### config.mk
export PLATFORM = sky130hd
export DESIGN_NAME = multi_channel_soft_timer
export DESIGN_NICKNAME = d
export VERILOG_FILES = /design/src/mcst_pkg.sv /design/src/mcst_cell.sv /design/src/multi_channel_soft_timer.sv
export SDC_FILE = /design/constraint.sdc
export NUM_CORES = 2
export LEC_CHECK = 0
export BUFFER_PORTS_ARGS = -buffer_cell sky130_fd_sc_hd__buf_2
export CORE_ASPECT_RATIO = 1.5
export CORE_MARGIN = 2
export CORE_UTILIZATION = 25
export DETAILED_ROUTE_END_ITERATION = 10
export SLEW_MARGIN = 5
export SYNTH_ARGS = -nofsm -noshare
export SYNTH_HDL_FRONTEND = slang
export SYNTH_HIERARCHICAL = 1
export SYNTH_SLANG_ARGS = --single-unit
### constraint.sdc
create_clock -name clk -period 5.8 [get_ports clk]
set_input_delay 0.58 -clock clk [delete_from_list [all_inputs] [get_ports clk]]
set_output_delay 0.58 -clock clk [all_outputs]
set_load 0.1 [all_outputs]
### src/mcst_pkg.sv
// ----------------------------------------------------------------------------
// mcst_pkg: shared types and constants of the multi-channel soft timer
// Holds the command codes and the beat token that travels along the timer
// cells.
// ----------------------------------------------------------------------------
package mcst_pkg;

  localparam int unsigned NUM_TIMERS_DEF = 8;
  localparam int unsigned MASK_W         = 8;
  localparam int unsigned SLOT_W         = 3;
  localparam int unsigned CNT_W          = 32;
  localparam int unsigned UNIT_W         = 8;

  typedef enum logic [2:0] {
    MODE_TICK       = 3'd0,
    MODE_ALLOC      = 3'd1,
    MODE_ACTIVATE   = 3'd2,
    MODE_DEACTIVATE = 3'd3,
    MODE_UPD_PERIOD = 3'd4,
    MODE_UPD_SHOT   = 3'd5,
    MODE_CLEAR      = 3'd6
  } mode_t;

  // One command beat on its way through the cells, with the result built so far.
  typedef struct packed {
    logic [2:0]        mode;
    logic [SLOT_W-1:0] id;
    logic [CNT_W-1:0]  target;
    logic              shot;
    logic [MASK_W-1:0] fired;
    logic [MASK_W-1:0] flags;
    logic              alloc_ok;
    logic [SLOT_W-1:0] alloc_slot;
  } tok_t;

endpackage

### src/mcst_cell.sv
// ----------------------------------------------------------------------------
// mcst_cell: one timer slot of the chain
// Holds the state of a single timer, applies the passing command beat to it
// and hands the beat, with its own contribution, to the next cell.
// ----------------------------------------------------------------------------
module mcst_cell #(
  parameter int unsigned IDX = 0
) (
  input  logic          clk,
  input  logic          rst_n,
  input  logic          tok_valid_i,
  input  mcst_pkg::tok_t tok_i,
  output logic          tok_valid_o,
  output mcst_pkg::tok_t tok_o
);

  logic                       active_r, active_nxt;
  logic                       alloc_r, alloc_nxt;
  logic                       shot_r, shot_nxt;
  logic                       flag_r, flag_nxt;
  logic [mcst_pkg::CNT_W-1:0] target_r, target_nxt;
  logic [mcst_pkg::CNT_W-1:0] cnt_r, cnt_nxt;
  logic [mcst_pkg::CNT_W-1:0] cnt_inc;
  logic                       id_hit;
  logic                       valid_r;
  mcst_pkg::tok_t             tok_r, tok_nxt;

  assign cnt_inc = cnt_r + mcst_pkg::CNT_W'(1);
  // Slot numbers above what the id field can name are never addressed.
  assign id_hit  = (IDX < 8) && (tok_i.id == mcst_pkg::SLOT_W'(IDX));

  always_comb begin
    active_nxt = active_r;
    alloc_nxt  = alloc_r;
    shot_nxt   = shot_r;
    flag_nxt   = flag_r;
    target_nxt = target_r;
    cnt_nxt    = cnt_r;
    tok_nxt    = tok_i;
    if (tok_valid_i) begin
      case (mcst_pkg::mode_t'(tok_i.mode))
        mcst_pkg::MODE_TICK: begin
          if (active_r) begin
            cnt_nxt = cnt_inc;
            if ((target_r != '0) && (cnt_inc == target_r)) begin
              cnt_nxt  = '0;
              flag_nxt = 1'b1;
              if (shot_r) begin
                active_nxt = 1'b0;
              end
              if (IDX < 8) begin
                tok_nxt.fired[mcst_pkg::SLOT_W'(IDX)] = 1'b1;
              end
            end
          end
        end
        mcst_pkg::MODE_ALLOC: begin
          // The first free cell along the chain takes the allocation.
          if (!tok_i.alloc_ok && !alloc_r) begin
            target_nxt         = tok_i.target;
            shot_nxt           = tok_i.shot;
            alloc_nxt          = 1'b1;
            tok_nxt.alloc_ok   = 1'b1;
            tok_nxt.alloc_slot = mcst_pkg::SLOT_W'(IDX);
          end
        end
        mcst_pkg::MODE_ACTIVATE: begin
          if (id_hit) begin
            cnt_nxt    = '0;
            active_nxt = 1'b1;
          end
        end
        mcst_pkg::MODE_DEACTIVATE: begin
          if (id_hit) begin
            active_nxt = 1'b0;
            cnt_nxt    = '0;
            flag_nxt   = 1'b0;
          end
        end
        mcst_pkg::MODE_UPD_PERIOD: begin
          if (id_hit) begin
            cnt_nxt    = '0;
            target_nxt = tok_i.target;
          end
        end
        mcst_pkg::MODE_UPD_SHOT: begin
          if (id_hit) begin
            shot_nxt = tok_i.shot;
            cnt_nxt  = '0;
          end
        end
        mcst_pkg::MODE_CLEAR: begin
          if (id_hit) begin
            active_nxt = 1'b0;
            alloc_nxt  = 1'b0;
            shot_nxt   = 1'b0;
            flag_nxt   = 1'b0;
            target_nxt = '0;
            cnt_nxt    = '0;
          end
        end
        default: begin
        end
      endcase
      if (IDX < 8) begin
        tok_nxt.flags[mcst_pkg::SLOT_W'(IDX)] = flag_nxt;
      end
    end
  end

  always_ff @(posedge clk) begin
    if (!rst_n) begin
      active_r <= 1'b0;
      alloc_r  <= 1'b0;
      shot_r   <= 1'b0;
      flag_r   <= 1'b0;
      target_r <= '0;
      cnt_r    <= '0;
      valid_r  <= 1'b0;
    end else begin
      active_r <= active_nxt;
      alloc_r  <= alloc_nxt;
      shot_r   <= shot_nxt;
      flag_r   <= flag_nxt;
      target_r <= target_nxt;
      cnt_r    <= cnt_nxt;
      valid_r  <= tok_valid_i;
    end
  end

  always_ff @(posedge clk) begin
    tok_r <= tok_nxt;
  end

  assign tok_valid_o = valid_r;
  assign tok_o       = tok_r;

endmodule

### src/multi_channel_soft_timer.sv
// ----------------------------------------------------------------------------
// multi_channel_soft_timer: bank of periodic and one-shot software timers
// A row of timer cells, one per slot. Each command beat walks the row one
// cell per cycle and collects fired bits, flags and the allocation result.
// ----------------------------------------------------------------------------
//
//   Channel  Direction  Handshake         Payload
//   in_      input      in_valid/in_stall  mode, timer id, period, unit, one-shot
//   out_     output     out_valid/out_stall fired mask, flag mask, alloc result
//
// One beat is in flight at a time. From acceptance, a beat passes the entry
// register, which holds the period times unit product, one register per
// timer cell and the output register before its result is valid. The input
// stays stalled from acceptance until the result has been taken. Reset is
// synchronous and active low; it frees every slot. A stalled result holds in
// the output register and keeps the input stalled.
// ----------------------------------------------------------------------------
module multi_channel_soft_timer #(
  parameter int unsigned NUM_TIMERS = mcst_pkg::NUM_TIMERS_DEF
) (
  input  logic                        clk,
  input  logic                        rst_n,
  input  logic                        in_valid,
  output logic                        in_stall,
  input  logic [2:0]                  in_mode,
  input  logic [mcst_pkg::SLOT_W-1:0] in_timer_id,
  input  logic [mcst_pkg::CNT_W-1:0]  in_period_value,
  input  logic [mcst_pkg::UNIT_W-1:0] in_unit_multiplier,
  input  logic                        in_one_shot_bit,
  output logic                        out_valid,
  input  logic                        out_stall,
  output logic [mcst_pkg::MASK_W-1:0] out_fired_mask,
  output logic [mcst_pkg::MASK_W-1:0] out_flag_mask,
  output logic                        out_alloc_ok,
  output logic [mcst_pkg::SLOT_W-1:0] out_alloc_slot
);

  localparam int unsigned PROD_W = mcst_pkg::CNT_W + mcst_pkg::UNIT_W;

  // Busy covers the whole life of a beat, from acceptance until its result
  // has been taken, so the cells never see two commands at once.
  logic busy_r, busy_nxt;
  logic in_acc;
  logic out_acc;

  // Entry stage: the product is formed once here and carried as the target.
  logic                       e_valid_r;
  mcst_pkg::tok_t             e_tok_r, e_tok_nxt;
  logic [PROD_W-1:0]          prod;

  // Beat links between the cells; link 0 is the entry stage.
  logic           [NUM_TIMERS:0] link_valid;
  mcst_pkg::tok_t                link_tok [NUM_TIMERS+1];

  logic                        out_valid_r;
  logic [mcst_pkg::MASK_W-1:0] out_fired_r;
  logic [mcst_pkg::MASK_W-1:0] out_flags_r;
  logic                        out_ok_r;
  logic [mcst_pkg::SLOT_W-1:0] out_slot_r;

  assign in_stall = busy_r;
  assign in_acc   = in_valid && !busy_r;
  assign out_acc  = out_valid_r && !out_stall;

  always_comb begin
    busy_nxt = busy_r;
    if (in_acc) begin
      busy_nxt = 1'b1;
    end else if (out_acc) begin
      busy_nxt = 1'b0;
    end
  end

  // The stored target is the product truncated to the counter width, exactly
  // what the tick compare needs.
  assign prod = PROD_W'(in_period_value) * PROD_W'(in_unit_multiplier);

  always_comb begin
    e_tok_nxt            = '0;
    e_tok_nxt.mode       = in_mode;
    e_tok_nxt.id         = in_timer_id;
    e_tok_nxt.target     = prod[mcst_pkg::CNT_W-1:0];
    e_tok_nxt.shot       = in_one_shot_bit;
  end

  always_ff @(posedge clk) begin
    if (!rst_n) begin
      busy_r    <= 1'b0;
      e_valid_r <= 1'b0;
    end else begin
      busy_r    <= busy_nxt;
      e_valid_r <= in_acc;
    end
  end

  always_ff @(posedge clk) begin
    if (in_acc) begin
      e_tok_r <= e_tok_nxt;
    end
  end

  assign link_valid[0] = e_valid_r;
  assign link_tok[0]   = e_tok_r;

  for (genvar g = 0; g < NUM_TIMERS; g++) begin : g_cell
    mcst_cell #(
      .IDX(g)
    ) u_cell (
      .clk        (clk),
      .rst_n      (rst_n),
      .tok_valid_i(link_valid[g]),
      .tok_i      (link_tok[g]),
      .tok_valid_o(link_valid[g+1]),
      .tok_o      (link_tok[g+1])
    );
  end

  // Output register: loaded when the beat leaves the last cell.
  always_ff @(posedge clk) begin
    if (!rst_n) begin
      out_valid_r <= 1'b0;
    end else if (link_valid[NUM_TIMERS]) begin
      out_valid_r <= 1'b1;
    end else if (out_acc) begin
      out_valid_r <= 1'b0;
    end
  end

  always_ff @(posedge clk) begin
    if (link_valid[NUM_TIMERS]) begin
      out_fired_r <= link_tok[NUM_TIMERS].fired;
      out_flags_r <= link_tok[NUM_TIMERS].flags;
      out_ok_r    <= link_tok[NUM_TIMERS].alloc_ok;
      out_slot_r  <= link_tok[NUM_TIMERS].alloc_slot;
    end
  end

  assign out_valid      = out_valid_r;
  assign out_fired_mask = out_fired_r;
  assign out_flag_mask  = out_flags_r;
  assign out_alloc_ok   = out_ok_r;
  assign out_alloc_slot = out_slot_r;

  // Assertions ---------------------------------------------------------------

  // At most one beat is anywhere in the row or the output register.
  a_one_beat: assert property (@(posedge clk) disable iff (!rst_n)
    $onehot0({out_valid_r, link_valid}))
    else $error("more than one beat in flight");

  // With the block idle, no stage holds a beat.
  a_idle_empty: assert property (@(posedge clk) disable iff (!rst_n)
    !busy_r |-> ({out_valid_r, link_valid} == '0))
    else $error("beat present while idle");

  // An accepted beat enters the entry stage on the next cycle.
  a_entry: assert property (@(posedge clk) disable iff (!rst_n)
    in_acc |=> e_valid_r)
    else $error("accepted beat lost at entry");

  // A failed or absent allocation reports slot zero.
  a_slot_zero: assert property (@(posedge clk) disable iff (!rst_n)
    (out_valid_r && !out_ok_r) |-> (out_slot_r == '0))
    else $error("slot reported without allocation");

endmodule

==> results.cfg <==
[sta]
rsz0062_at_grt = false
setup_viol = 0
hold_viol = 0
fin_hold_ws_ns = 0.0732
fin_tns_setup_ns = 0
layout_setup_ws_ns = 0.811
fin_crit_ns = 4.99
timing.final.crit_share = 0.860
worstMarginPinSlew_ns = 1.19
max_slew_margin = 0.204
timing.fmax_mhz = 200
slew_viol_final = 0
finalClockSkew_ns = 0.0810

[synthesis]
syn-cell-area_um2 = 54100
synth_area_per_cell_um2 = 8.81
synthCells = 6135
ys_warn_count = 6

[critical_path]
arrival_ns = 5.47
slowest_delay_ns = 0.58
critPathSlowestCell = o41ai_2
path_class = in -> reg
critPathLaunchType = primary input
crit_chain = buf_2, and2_1, fa_1, fa_1, fa_1, inv_1, fa_1, inv_1, ha_1, a21o_1, a21o_1, a211oi_4, a21oi_1, o41ai_2, o31ai_1, o22ai_1, xnor2_1
crit_top_cell = fa_1
cpLargestDelayFamily = adder cells
cp_num_buf_inv = 3
worst-r2r-cell-count = 11
path_max_fanout = 26
r2r-start = g_cell[4].u_cell/cnt_r[0]$_SDFFE_PN0P_
r2r_slack_ns = 1.21
required_ns = 6.29
r2r-end = g_cell[4].u_cell/cnt_r[26]$_SDFFE_PN0P_
crit_path_end_kind = register

[floorplanning]
rows = 209
dieArea_um2 = 220000
start_util = 0.251
design.core.area_um2 = 215000
die_w_um = 384
die_height_um = 574
num_io_pins = 73

[route]
drt-initial-drc-count = 3046
num_vias = 44900
antenna_left = 0
dr.pass1.iters = 8
drc = 0
routedWlPerCell_um = 18.8
viasPerCell = 5.03
wirelength_mm = 167

[power_and_ir_drop]
cellLeakagePower_nw = 21.4
totalPowerFinal_mw = 19.9
ir_worst_vdd_v = 0.000248
powerDensity_nw_per_um2 = 328

[global_routing]
grt_pass1_vias = 44100
grt_usage = 0.147
gr-total-overflow = 0
grt_start_max_net_pins = 151
antenna_found_initial = 2
grt_pass1_wl_mm = 257

[worst_hold_path]
hp-class = in -> reg
min_from = out_stall
min_to = in_stall$_SDFFE_PN0P_
holdPathStages = 3

[cells_and_area]
drive_above_1_share = 0.0733
multi_input_area_um2 = 29900
areaGrowthSynthToFinish_pct = 12.2
fillCellCount = 23000
layout_commonest_cell = dfxtp_1
nNetsFinal = 6237
final_cell_area_um2 = 60700
final_cell_mix = dfxtp_1 (987), nand2_1 (722), nand3_1 (524)
regArea_um2 = 21600

[place]
post_dp_cell_area_um2 = 56700
dp_slack_ns = 0.0882
portBuffers = 72
hpwl_mm = 127
gp_congestion = 0.926

[clock_tree]
cts_buffers = 108
clk_pin_slew_ns = 0.06
h-tree-depth = 3
root_buffer = clkbuf_16
worstSkewPairLatency_ns = 0.78
clock_sinks = 1047
clock_path_buffers = 3
cts_tree = done
cts_resized = 0

[run_status]
status = finished, final reports clean

[job]
maxCapViolations = 0
-- sequential cells by signal, summed over array words and instances, names as in the netlist --
register / cells
out_valid: 1
out_flag_mask: 8
in_stall: 1
g_cell.u_cell/tok_o: 433
g_cell.u_cell/shot_r: 8
out_fired_mask: 8
e_valid_r: 1
out_alloc_ok: 1
g_cell.u_cell/target_r: 256
out_alloc_slot: 3
g_cell.u_cell/cnt_r: 256
g_cell.u_cell/flag_r: 8
g_cell.u_cell/alloc_r: 8
g_cell.u_cell/tok_valid_o: 8
e_tok_r: 39
g_cell.u_cell/active_r: 8
-- layout make-up --
cell class	instances	share of cell area
antenna	2	0.0000825
clock buffer	139	0.0498
clock inverter	62	0.0143
inverter	214	0.0132
multi-input combinational	4463	0.493
sequential	1047	0.355
tap	2848	0.0587
timing repair buffer	148	0.0160
-- routing by layer --
metal / vias to the layer above / part of all wire / GRT usage / wire length (um)
met5: - / 0 / 0 / 0
met4: 0 / 0.060 / 0.0838 / 10100
met3: 413 / 0.034 / 0.0154 / 5670
met2: 1150 / 0.53 / 0.279 / 88900
met1: 21900 / 0.37 / 0.157 / 62700
li1: 21400 / - / - / -
-- stage by stage --
stage	utilization	cells
global placement	0.263	8713
CTS	0.282	8921
detailed placement	0.263	8713
floorplan	-	6156
finish	0.282	8923
global route	0.282	8922
-- power breakdown --
part	leakage [nW]	switching (mW)	internal [mW]
sequential	8.67	0.795	8.35
clock	1.88	3.15	4.36
combinational	10.9	1.91	1.34
-- worst max path at each step --
stage | startpoint | end | slack (ns) | depth (start not counted)
after floorplan | in_unit_multiplier[3] | e_tok_r[42]$_DFFE_PP_ | 0.46 | 18
after global placement | in_unit_multiplier[2] | e_tok_r[52]$_DFFE_PP_ | 0.11 | 18
after detailed placement | in_unit_multiplier[6] | e_tok_r[52]$_DFFE_PP_ | 0.09 | 18
after CTS | in_unit_multiplier[6] | e_tok_r[52]$_DFFE_PP_ | 0.90 | 17
after global routing | in_unit_multiplier[6] | e_tok_r[52]$_DFFE_PP_ | 0.54 | 18
final | in_unit_multiplier[6] | e_tok_r[52]$_DFFE_PP_ | 0.81 | 17
-- repair_timing --
action | in CTS | in global routing
endpoints found under the hold margin | 7 | 0
buffers inserted | 0 | 0
hold buffers | 7 | 0
-- worst register-to-register path: stages (launching register included) --
cell and delay (ns):
dfxtp_1 0.48, ha_1 0.34, nand3_2 0.20, nor4_2 0.70, nand3_1 0.31, o211a_1 0.30, a311o_1 0.39, nor4_1 0.29
o2111a_2 0.53, buf_4 0.47, o21ai_0 0.21, a21o_1 0.23
(Power assumes the default switching activity.)
